===== config.mk =====
export PLATFORM = sky130hd
export DESIGN_NAME = tracker_pattern_unpacker_top
export DESIGN_NICKNAME = d
export VERILOG_FILES = /design/src/design/tpu_pkg.sv /design/src/design/tracker_pattern_unpacker_top.sv
export SDC_FILE = /design/constraint.sdc
export NUM_CORES = 1
export LEC_CHECK = 0
export ABC_CLOCK_PERIOD_IN_PS = 7900
export BUFFER_PORTS_ARGS = -buffer_cell sky130_fd_sc_hd__buf_2
export CAP_MARGIN = 25
export CORE_UTILIZATION = 47
export DETAILED_ROUTE_END_ITERATION = 10
export HOLD_SLACK_MARGIN = 0.02
export PLACE_DENSITY = 0.64
export SLEW_MARGIN = 0
export SYNTH_ARGS = -nofsm -noshare
export SYNTH_HDL_FRONTEND = slang
export SYNTH_SLANG_ARGS = --single-unit

===== constraint.sdc =====
create_clock -name clk -period 7.9 [get_ports clk]
set_input_delay 1.185 -clock clk [delete_from_list [all_inputs] [get_ports clk]]
set_output_delay 1.185 -clock clk [all_outputs]
set_load 0.005 [all_outputs]

===== src/design/tpu_pkg.sv =====
// Shared types and constants for the tracker pattern unpacker.
package tpu_pkg;

	typedef enum logic [2:0] {
		EV_NOTE_ON  = 3'd0,
		EV_NOTE_OFF = 3'd1,
		EV_VOLUME   = 3'd2,
		EV_SPEED    = 3'd3,
		EV_TEMPO    = 3'd4
	} ev_kind_t;

	typedef enum logic [5:0] {
		PH_FLAG = 6'b000001,
		PH_NOTE = 6'b000010,
		PH_INST = 6'b000100,
		PH_VOL  = 6'b001000,
		PH_CMD  = 6'b010000,
		PH_INFO = 6'b100000
	} phase_t;

	typedef struct packed {
		ev_kind_t    kind;
		logic [3:0]  channel;
		logic [5:0]  row_delay;
		logic [7:0]  instrument;
		logic [7:0]  note;
		logic [9:0]  level;
		logic        use_default_level;
		logic [7:0]  tempo_value;
		logic        last;
	} event_t;

	localparam logic [7:0] FLAG_NOTE   = 8'h80;
	localparam logic [7:0] FLAG_INST   = 8'h40;
	localparam logic [7:0] FLAG_VOL    = 8'h20;
	localparam logic [7:0] FLAG_CMD    = 8'h10;
	localparam logic [7:0] CMD_VOLUME  = 8'h0c;
	localparam logic [7:0] CMD_TEMPO   = 8'h0f;
	localparam logic [7:0] NOTE_OFF    = 8'd254;
	localparam logic [7:0] NOTE_NONE   = 8'd255;
	localparam logic [7:0] VOL_FULL    = 8'd64;
	localparam logic [7:0] VOL_NONE    = 8'd255;
	localparam logic [7:0] SPEED_LIMIT = 8'd32;
	localparam logic [9:0] LEVEL_FULL  = 10'd255;

	localparam int QDEPTH = 4;
	localparam int QPTR_W = 2;
	localparam int QCNT_W = 3;

	function automatic logic [9:0] scale_level(input logic [7:0] v);
		if (v == VOL_FULL) begin
			return LEVEL_FULL;
		end
		return {v, 2'b00} | {6'd0, v[7:4]};
	endfunction

	// next phase: first optional byte at or after the given phase
	function automatic phase_t phase_after(input logic [7:0] f, input phase_t from);
		logic ge_note;
		logic ge_inst;
		logic ge_vol;
		ge_note = (from == PH_NOTE);
		ge_inst = ge_note || (from == PH_INST);
		ge_vol  = ge_inst || (from == PH_VOL);
		if (ge_note && f[7]) begin
			return PH_NOTE;
		end else if (ge_inst && f[6]) begin
			return PH_INST;
		end else if (ge_vol && f[5]) begin
			return PH_VOL;
		end else if (f[4]) begin
			return PH_CMD;
		end
		return PH_FLAG;
	endfunction

endpackage


===== src/design/tracker_pattern_unpacker_top.sv =====
// Tracker pattern unpacker: packed pattern words in, note and effect events out.
//
// Input channel: data_byte and pattern_start, one word per accepted handshake
// (in_valid/in_ready). pattern_start on a word restarts the row count, clears
// the per-channel row and instrument tables and takes the word as a flag byte.
// Output channel: one event per handshake (out_valid/out_ready); last marks
// the final event caused by one input word.
// Each input word is parsed in the cycle it is accepted; its zero, one or two
// events are registered in a four-entry event queue, whose head is offered on
// the output. Throughput is one input word per cycle while in_ready is high;
// a word that yields two events takes two output handshakes.
// in_ready is low while three or more events are queued, so a stalled receiver
// stops the input once the queue holds three or four events.
// Reset clears the parser, row count, channel tables and the event queue.
module tracker_pattern_unpacker_top #(
	parameter int CHANNELS = 16,
	parameter int ROWS     = 64
) (
	input  logic                 clk,
	input  logic                 arst_n,
	input  logic                 in_valid,
	output logic                 in_ready,
	input  logic [7:0]           data_byte,
	input  logic                 pattern_start,
	output logic                 out_valid,
	input  logic                 out_ready,
	output tpu_pkg::ev_kind_t    event_kind,
	output logic [3:0]           channel,
	output logic [5:0]           row_delay,
	output logic [7:0]           instrument,
	output logic [7:0]           note,
	output logic [9:0]           level,
	output logic                 use_default_level,
	output logic [7:0]           tempo_value,
	output logic                 last
);
	import tpu_pkg::*;

	localparam int CH_W = (CHANNELS > 1) ? $clog2(CHANNELS) : 1;

	phase_t       phase_q;
	logic [7:0]   flags_q;
	logic [7:0]   note_q;
	logic [7:0]   inst_q;
	logic [7:0]   vol_q;
	logic [7:0]   cmd_q;
	logic [6:0]   row_q;
	logic [5:0]   last_row_q [CHANNELS];
	logic [7:0]   last_inst_q [CHANNELS];

	event_t              evq_q [QDEPTH];
	logic [QPTR_W-1:0]   head_q;
	logic [QCNT_W-1:0]   cnt_q;

	logic         accept;
	logic         active;
	phase_t       ph_eff;
	phase_t       ph_n;
	logic [6:0]   row_eff;
	logic [7:0]   flags_n;
	logic [7:0]   note_n;
	logic [7:0]   inst_n;
	logic [7:0]   vol_n;
	logic [7:0]   cmd_n;
	logic [7:0]   info;
	logic         fin;
	logic         ch_ok;
	logic [CH_W-1:0] idx;
	logic [5:0]   last_row_rd;
	logic [7:0]   last_inst_rd;
	logic [5:0]   delay0;
	logic         e0v;
	logic         e1v;
	logic         inst_wr;
	logic [7:0]   inst_ev;
	event_t       e0;
	event_t       e1;
	logic         pop;
	logic [1:0]   push_n;
	logic [QPTR_W-1:0] tail;

	assign accept  = in_valid && in_ready;
	assign row_eff = pattern_start ? 7'd0 : row_q;
	assign ph_eff  = pattern_start ? PH_FLAG : phase_q;
	assign active  = accept && (row_eff < 7'(ROWS));

	always_comb begin
		flags_n = flags_q;
		note_n  = note_q;
		inst_n  = inst_q;
		vol_n   = vol_q;
		cmd_n   = cmd_q;
		info    = 8'd0;
		fin     = 1'b0;
		ph_n    = PH_FLAG;
		unique case (ph_eff)
			PH_FLAG: begin
				flags_n = data_byte;
				note_n  = 8'd0;
				inst_n  = 8'd0;
				vol_n   = VOL_NONE;
				cmd_n   = 8'd0;
				ph_n    = phase_after(data_byte, PH_NOTE);
				fin     = (ph_n == PH_FLAG);
			end
			PH_NOTE: begin
				note_n = data_byte;
				ph_n   = phase_after(flags_q, PH_INST);
				fin    = (ph_n == PH_FLAG);
			end
			PH_INST: begin
				inst_n = data_byte;
				ph_n   = phase_after(flags_q, PH_VOL);
				fin    = (ph_n == PH_FLAG);
			end
			PH_VOL: begin
				vol_n = data_byte;
				ph_n  = phase_after(flags_q, PH_CMD);
				fin   = (ph_n == PH_FLAG);
			end
			PH_CMD: begin
				cmd_n = data_byte;
				ph_n  = PH_INFO;
			end
			PH_INFO: begin
				info = data_byte;
				fin  = 1'b1;
				ph_n = PH_FLAG;
			end
			default: begin
				ph_n = PH_FLAG;
			end
		endcase
	end

	// event build on the final word of an entry
	always_comb begin
		ch_ok        = fin && (flags_n != 8'd0) && ({1'b0, flags_n[3:0]} < 5'(CHANNELS));
		idx          = flags_n[CH_W-1:0];
		last_row_rd  = pattern_start ? 6'd0 : last_row_q[idx];
		last_inst_rd = pattern_start ? 8'd0 : last_inst_q[idx];
		delay0       = row_eff[5:0] - last_row_rd;

		inst_wr = 1'b0;
		inst_ev = last_inst_rd;
		e0      = '0;
		e1      = '0;
		e0v     = 1'b0;
		e1v     = 1'b0;

		e0.channel   = flags_n[3:0];
		e0.row_delay = delay0;
		if ((flags_n & FLAG_NOTE) != 8'd0) begin
			if (note_n == NOTE_OFF) begin
				e0v     = 1'b1;
				e0.kind = EV_NOTE_OFF;
				e0.note = NOTE_OFF;
			end else if (note_n != NOTE_NONE) begin
				e0v = 1'b1;
				if (inst_n != 8'd0) begin
					inst_wr = 1'b1;
					inst_ev = inst_n - 8'd1;
				end
				e0.kind       = EV_NOTE_ON;
				e0.note       = note_n;
				e0.instrument = inst_ev;
				if (((flags_n & FLAG_VOL) != 8'd0) && (vol_n <= VOL_FULL)) begin
					e0.level = scale_level(vol_n);
				end else begin
					e0.use_default_level = 1'b1;
				end
			end
		end else if ((flags_n & FLAG_VOL) != 8'd0) begin
			e0v      = 1'b1;
			e0.kind  = EV_VOLUME;
			e0.level = scale_level(vol_n);
		end

		e1.channel   = flags_n[3:0];
		e1.row_delay = e0v ? 6'd0 : delay0;
		if ((flags_n & FLAG_CMD) != 8'd0) begin
			if (cmd_n == CMD_VOLUME) begin
				e1v      = 1'b1;
				e1.kind  = EV_VOLUME;
				e1.level = (info >= VOL_FULL) ? LEVEL_FULL : scale_level(info);
			end else if ((cmd_n == CMD_TEMPO) && (info != 8'd0)) begin
				e1v            = 1'b1;
				e1.kind        = (info < SPEED_LIMIT) ? EV_SPEED : EV_TEMPO;
				e1.tempo_value = info;
			end
		end

		if (!ch_ok) begin
			e0v     = 1'b0;
			e1v     = 1'b0;
			inst_wr = 1'b0;
		end
		e1.last = 1'b1;
		e0.last = !e1v;
	end

	assign pop    = out_valid && out_ready;
	assign push_n = active ? ({1'b0, e0v} + {1'b0, e1v}) : 2'd0;
	assign tail   = head_q + cnt_q[QPTR_W-1:0];

	always_ff @(posedge clk or negedge arst_n) begin
		if (!arst_n) begin
			phase_q <= PH_FLAG;
			flags_q <= 8'd0;
			note_q  <= 8'd0;
			inst_q  <= 8'd0;
			vol_q   <= VOL_NONE;
			cmd_q   <= 8'd0;
			row_q   <= 7'd0;
			for (int i = 0; i < CHANNELS; i++) begin
				last_row_q[i]  <= 6'd0;
				last_inst_q[i] <= 8'd0;
			end
		end else if (active) begin
			phase_q <= ph_n;
			flags_q <= flags_n;
			note_q  <= note_n;
			inst_q  <= inst_n;
			vol_q   <= vol_n;
			cmd_q   <= cmd_n;
			row_q   <= (fin && (flags_n == 8'd0)) ? row_eff + 7'd1 : row_eff;
			for (int i = 0; i < CHANNELS; i++) begin
				if ((e0v || e1v) && (idx == CH_W'(i))) begin
					last_row_q[i] <= row_eff[5:0];
				end else if (pattern_start) begin
					last_row_q[i] <= 6'd0;
				end
				if (inst_wr && (idx == CH_W'(i))) begin
					last_inst_q[i] <= inst_ev;
				end else if (pattern_start) begin
					last_inst_q[i] <= 8'd0;
				end
			end
		end
	end

	always_ff @(posedge clk or negedge arst_n) begin
		if (!arst_n) begin
			head_q <= '0;
			cnt_q  <= '0;
		end else begin
			if (pop) begin
				head_q <= head_q + QPTR_W'(1);
			end
			cnt_q <= cnt_q - QCNT_W'(pop) + QCNT_W'(push_n);
		end
	end

	always_ff @(posedge clk or negedge arst_n) begin
		if (!arst_n) begin
			for (int i = 0; i < QDEPTH; i++) begin
				evq_q[i] <= '0;
			end
		end else if (active && (e0v || e1v)) begin
			evq_q[tail] <= e0v ? e0 : e1;
			if (e0v && e1v) begin
				evq_q[tail + QPTR_W'(1)] <= e1;
			end
		end
	end

	assign in_ready  = cnt_q < QCNT_W'(QDEPTH - 1);
	assign out_valid = cnt_q != '0;

	assign event_kind        = evq_q[head_q].kind;
	assign channel           = evq_q[head_q].channel;
	assign row_delay         = evq_q[head_q].row_delay;
	assign instrument        = evq_q[head_q].instrument;
	assign note              = evq_q[head_q].note;
	assign level             = evq_q[head_q].level;
	assign use_default_level = evq_q[head_q].use_default_level;
	assign tempo_value       = evq_q[head_q].tempo_value;
	assign last              = evq_q[head_q].last;

endmodule

* After elaboration in Yosys (flattened, before gate mapping)
Index checks and enable logic that the tools add are counted.
** Operators by class
- $add $sub $neg :: 9
- $lt $le $gt $ge :: 11
- Equality and inequality tests :: 31
- Muxes and demuxes :: 148
- Bitwise operators :: 6
- Reduce and logical (&&, ||, !) cells :: 115
** Operator list (count)
- bitwise mux 196 bit :: 2
- two-way mux 8 bit :: 31
- two-way mux 49 bit :: 5
- two-way mux 6 bit :: 37
- demux 49 bit (select 2 bit) :: 2
- two-way mux 196 bit :: 1
- two-way mux 10 bit :: 11
- binary-select mux 49 bit (select 2 bit) :: 1
- one-hot mux 8 bit (2 select lines) :: 4
- AND reduction 2 bit :: 32
- nonzero test 2 bit :: 32
- logical AND 1 bit :: 43
- two-way mux 1 bit :: 38
- binary-select mux 8 bit (select 4 bit) :: 1
- == test 4 bit, second input constant :: 8
- == test 6 x 1 -> 1 bit, second input constant :: 5
- one-hot mux 6 bit (5 select lines) :: 1
- two-way mux 27 bit :: 1
- binary-select mux 6 bit (select 4 bit) :: 1
- nonzero test 8 bit :: 3
- OR 10 x 4 -> 10 bit :: 2
- == test 4 x 3 -> 1 bit, second input constant :: 4
- == test 8 x 4 -> 1 bit, second input constant :: 2
- == test 8 x 7 -> 1 bit, second input constant :: 2
- 38 further kinds :: 51
** Storage, ports and cells
- Bits in registers :: 478
- Bits of input ports :: 13

* Depth between registers and ports, before layout
- Word-level depth :: 18
- Depth in mapped cells :: 21

* Worst setup path before layout
OpenSTA, ideal clock, no wires.
- Kind :: input-to-reg
- Start point :: input pattern_start
- End point :: register evq_q[139] (netlist name)
- Library setup time :: 0.104 ns
- Data arrival time :: 5.289 ns
- Slack :: 2.508 ns
- Stages on the path :: 20
- Path through :: clkbuf_1 > clkbuf_1 > and2_1 > a21oi_1 > nand2_2 > clkbuf_1 > buf_2 > mux4_2 > mux2i_1 > nand2_1 > nand3_1 > ha_1 > nor2b_1 > o21ai_0 > a21boi_0 > o21ai_0 > a21oi_1 > nor4bb_1 > mux2i_1 > a221oi_1
** Between the ends
- Cells in the longest elaborated chain, start to end :: 14
- Elaborated cells on any way between the ends :: 46
** Ends and longest elaborated chain
- from (decl) :: line tracker_pattern_unpacker_top.sv:24 : input logic pattern_start,
- two-way mux 6 bit :: line tracker_pattern_unpacker_top.sv:84 : assign ph_eff = pattern_start ? PH_FLAG : phase_q;
- == test 6 x 1 -> 1 bit :: line tracker_pattern_unpacker_top.sv:96 : unique case (ph_eff)
- two-way mux 8 bit :: line tracker_pattern_unpacker_top.sv:96
- inverter 4 -> 5 bit (implied by the code) :: line tracker_pattern_unpacker_top.sv:140 : last_row_rd = pattern_start ? 6'd0 : last_row_q[idx];
- binary-select mux 6 bit (select 4 bit) :: line tracker_pattern_unpacker_top.sv:140
- two-way mux 6 bit (implied by the code) (2 in series) :: line tracker_pattern_unpacker_top.sv:140
- two-way mux 6 bit :: line tracker_pattern_unpacker_top.sv:140
- subtractor 6 bit :: line tracker_pattern_unpacker_top.sv:142 : delay0 = row_eff[5:0] - last_row_rd;
- two-way mux 6 bit :: line tracker_pattern_unpacker_top.sv:180 : e1.row_delay = e0v ? 6'd0 : delay0;
- two-way mux 49 bit :: line tracker_pattern_unpacker_top.sv:260 : evq_q[tail] <= e0v ? e0 : e1;
- bitwise mux 196 bit :: line tracker_pattern_unpacker_top.sv:260
- bitwise mux 196 bit :: line tracker_pattern_unpacker_top.sv:262 : evq_q[tail + QPTR_W'(1)] <= e1;
- two-way mux 196 bit :: line tracker_pattern_unpacker_top.sv:261 : if (e0v && e1v) begin
- to (signal, indexed assignment) :: line tracker_pattern_unpacker_top.sv:260
- to (decl) :: line tracker_pattern_unpacker_top.sv:51 : event_t evq_q [QDEPTH];
Several ways; a longest one is shown, not always the timed one. The select of a mux whose other input is x is not followed.
A chain may end at the register's enable or synchronous reset.

* Worst setup path in the final report
- Start point :: input pattern_start
- End point :: register evq_q[34] (netlist name)
** Between the ends
- Cells in the longest elaborated chain, start to end :: 16
- Elaborated cells on any way between the ends :: 51
** Ends and longest elaborated chain
- two-way mux 6 bit :: line tracker_pattern_unpacker_top.sv:84
- == test 6 x 1 -> 1 bit :: line tracker_pattern_unpacker_top.sv:96
- two-way mux 8 bit :: line tracker_pattern_unpacker_top.sv:96
- inverter 4 -> 5 bit (implied by the code) :: line tracker_pattern_unpacker_top.sv:141 : last_inst_rd = pattern_start ? 8'd0 : last_inst_q[idx];
- binary-select mux 8 bit (select 4 bit) :: line tracker_pattern_unpacker_top.sv:141
- two-way mux 8 bit (implied by the code) (2 in series) :: line tracker_pattern_unpacker_top.sv:141
- two-way mux 8 bit :: line tracker_pattern_unpacker_top.sv:141
- two-way mux 8 bit :: line tracker_pattern_unpacker_top.sv:160 : if (inst_n != 8'd0) begin
- two-way mux 27 bit :: line tracker_pattern_unpacker_top.sv:158 : end else if (note_n != NOTE_NONE) begin
- two-way mux 8 bit :: line tracker_pattern_unpacker_top.sv:154 : if (note_n == NOTE_OFF) begin
- two-way mux 16 bit :: line tracker_pattern_unpacker_top.sv:153 : if ((flags_n & FLAG_NOTE) != 8'd0) begin
- two-way mux 49 bit :: line tracker_pattern_unpacker_top.sv:260
- bitwise mux 196 bit :: line tracker_pattern_unpacker_top.sv:260
- bitwise mux 196 bit :: line tracker_pattern_unpacker_top.sv:262
- two-way mux 196 bit :: line tracker_pattern_unpacker_top.sv:261
Several ways; a longest one is shown, not always the timed one. The select of a mux whose other input is x is not followed.

==> results.cfg <==
[critical_path]
cp.required_ps = 8400
start_kind = primary input
r2r_end = last_row_q[65]
end_kind = flip-flop
path_cells = buf_2, inv_1, o21ai_2, buf_4, or4b_2, and2_1, a211oi_1, inv_1, ha_1, nor2_4, buf_4, and2_1, nand2_1, o21ai_0
worstPathMaxFanout = 28
slowest_stage = or4b_2
critical-path-max-stage-delay_ps = 690
crit_type = primary input to flip-flop
r2r-start = phase_q[4]
r2r_slack_ps = 1820
arrival_ps = 6590
worst_r2r_path_depth = 12

[clocking]
clock_sinks = 478
clk_pin_slew_ps = 60
cts_setup_buffers = 0
cts_tree = done
cts_hold_buf = 0
clk_latency_ps = 620
cts_resized = 0
clk_path_buf_depth = 3
htree_levels = 2
cts_root_buf = clkbuf_16
cts_buffers = 51

[power_and_ir_drop]
p_sw_share_pct = 37.5
power_density_nw_per_um2 = 298
comb_power_share_pct = 33.1
p_int_w = 0.00500
leakage_nw = 12.2
peakVddDrop_uv = 216
p_switching_w = 0.00300
clockPowerShare_pct = 30.6
seqPwrFrac_pct = 36.3

[drt]
vias = 18900
ant_nets = 0
routed.top_layer = met5
drc = 0
routed_wl_mm = 69.9
met3_length_mm = 4.86
wl_met1_mm = 29.3
drtIter0Drc = 1923
dr.pass1.iters = 6
avgViaCountPerCell = 6.29
post_drt_wl_per_cell_um = 23.2
route.met2.wl_mm = 33.5

[global_routing]
overflow = 0
grt.total_usage_pct = 26.9
grt_pass1_vias = 19000
grt_pass1_wl_mm = 111
antenna_found_initial = 5
grt_max_degree = 177

[timing]
finalCriticalPeriod_ps = 6090
grt_setup_unrepaired = false
finalCritPeriodShare_pct = 77.1
max_freq_mhz = 164
tightest_slew_ps = 1140
slew_headroom_pct = 23.7
drv_slew = 0
setup_tns_ps = 0
skew_ps = 42.4
finalSetupViolCount = 0
hold_viol = 0

[synthesis]
syn_inst = 2315
seq_area_frac_synth_pct = 49.5
avgSynthCellArea_um2 = 10.4
synth-edff-count = 0
yosysWarnings = 0
synth.distinct_cells = 73
ys.flop_type = dfrtp_1
synthesis.area_um2 = 24200
async_flop_share_pct = 100
ys_ff_latch = 478
synth_nets = 2344

[placed_design]
dpl.hpwl_mm = 46.0
io_buffers = 63
gp_congestion = 0.957
post_dp_cell_area_um2 = 25100

[floorplanning]
rows = 82
die_y_um = 229
die_w_um = 229
core_um2 = 50500
die_area_um2 = 52300
pin_count = 64
initial_core_util_pct = 47.9

[final_layout]
drive_gt1_share_pct = 14.8
fillerInstances = 4487
fin_nets = 2324
syn_to_final_growth_pct = 10.8
final_area_um2 = 26800

[hold_path]
min_path_cells = 2
hold_end = last_row_q[21]
hold_path_class = flip-flop to flip-flop
min_from = last_row_q[21]

[flow_run]
timing.max_cap.violations = 0

[status]
status = completed
-- area by class of cell --
type                    instances  area (µm²)  share of cell area, %
multi-input cells            1630       11500                   42.8
repair buffers                107         701                   2.62
inverters                      27         101                  0.378
diodes                          2        5.00                 0.0187
clock inverters                21         253                  0.944
well taps                     672         841                   3.14
clock buffers                  72        1440                   5.36
flip-flops and latches        478       12000                   44.7
-- placed cells by master, fill, tap and decap left out, drive strengths merged, types with 9 or more instances in the layout --
master  Yosys  final
ha         14     14
nand4      19     19
nand2     467    467
nand2b     11     11
a32oi      14     14
nor4       12     12
mux2i     130    130
clkbuf    138     73
clkinv      0      9
nor3       19     19
mux4      101    101
mux2       11     11
buf        42    106
dfrtp     469    469
a32o       16     16
xnor2      14     14
a31oi      18     18
nand3      60     60
inv        27     31
and2       18     18
a21oi     132    132
o22a       11     11
dfstp       9      9
o22ai       9      9
o211ai     11     11
a22o       40     40
or3         9      9
nor2      111    111
a221oi     17     17
a22oi      11     11
o31ai     108    108
o21ai     145    145
nor2b       9      9
-- stage by stage --
step | instances | hold WS, ps | worst slack [ps] | util [%] | total power [W]
global placement | 2910 | 445 | 1380 | 49.6 | 0.00550
floorplan | 2315 | 433 | 2510 | - | 0.00468
CTS | 3004 | 472 | 1950 | 53.0 | 0.00800
detailed placement | 2911 | 461 | 1340 | 49.6 | 0.00554
finish | 3009 | 472 | 1810 | 53.1 | 0.00800
global route | 3009 | 487 | 1450 | 53.1 | 0.00835
-- worst max-delay path: cells and delay by family --
kind	cells	cell delay (ps)
AOI/OAI and AO/OA	3	830
and+or+nand+nor	5	2430
buffers and inverters	5	1710
adders and majority gates	1	400
-- registers in the layout, summed over array words and instances (netlist names) --
register	flops
vol_q	8
note_q	8
cmd_q	8
row_q	7
inst_q	8
last_inst_q	128
flags_q	8
cnt_q	3
evq_q	196
phase_q	6
last_row_q	96
head_q	2
-- cell usage after synthesis (12+ instances only) --
library cell / number / area [µm²]
inv_1: 27 / 101
a31oi_1: 18 / 113
mux2i_1: 130 / 1300
nand2_1: 466 / 1750
nor3_1: 18 / 90.1
clkbuf_1: 138 / 518
nor2_1: 111 / 417
o31ai_1: 108 / 811
a32o_1: 16 / 160
dfrtp_1: 469 / 11700
a21oi_1: 132 / 661
nand4_1: 16 / 100
buf_1: 22 / 82.6
o21ai_0: 139 / 696
a32oi_1: 14 / 123
ha_1: 14 / 175
a22o_1: 40 / 350
and2_1: 18 / 113
mux4_2: 101 / 2270
a221oi_1: 17 / 149
nor4_1: 12 / 75.1
xnor2_1: 14 / 123
nand3_1: 51 / 255
buf_2: 19 / 95.1
-- kinds of logic after synthesis --
| kind of cell | synth area share (%) |
|---|---|
| simple gates | 14.2 |
| fa+ha+maj | 0.890 |
| flops | 49.5 |
| xor+xnor | 0.689 |
| compound gates | 16.0 |
| mux | 15.3 |
| buf+inv | 3.34 |
-- power by group through the flow --
| stage | clock, W | combinational (W) | sequential [W] |
|---|---|---|---|
| final | 0.00245 | 0.00265 | 0.00290 |
| after global routing | 0.00258 | 0.00284 | 0.00293 |
| after CTS | 0.00248 | 0.00262 | 0.00289 |
| after detailed placement | 0 | 0.00261 | 0.00294 |
| after global placement | 0 | 0.00257 | 0.00292 |
| after floorplan | 0 | 0.00184 | 0.00284 |
-- layer usage --
layer / vias up / track usage [%]
met2: 720 / 44.3
li1: 8423 / -
met5: - / 0
met1: 9605 / 36.1
met4: 6 / 8.75
met3: 170 / 4.89
-- worst max path at each step --
stage / startpoint / end / slack (ps) / cells past startpoint
final: pattern_start / evq_q[34] / 1810 / 14
after detailed placement: pattern_start / evq_q[31] / 1340 / 14
after global placement: pattern_start / evq_q[34] / 1380 / 14
after CTS: phase_q[4] / last_row_q[65] / 1950 / 12
after floorplan: pattern_start / evq_q[139] / 2510 / 20
after global routing: phase_q[4] / last_row_q[60] / 1450 / 13
(Power assumes the default switching activity.)
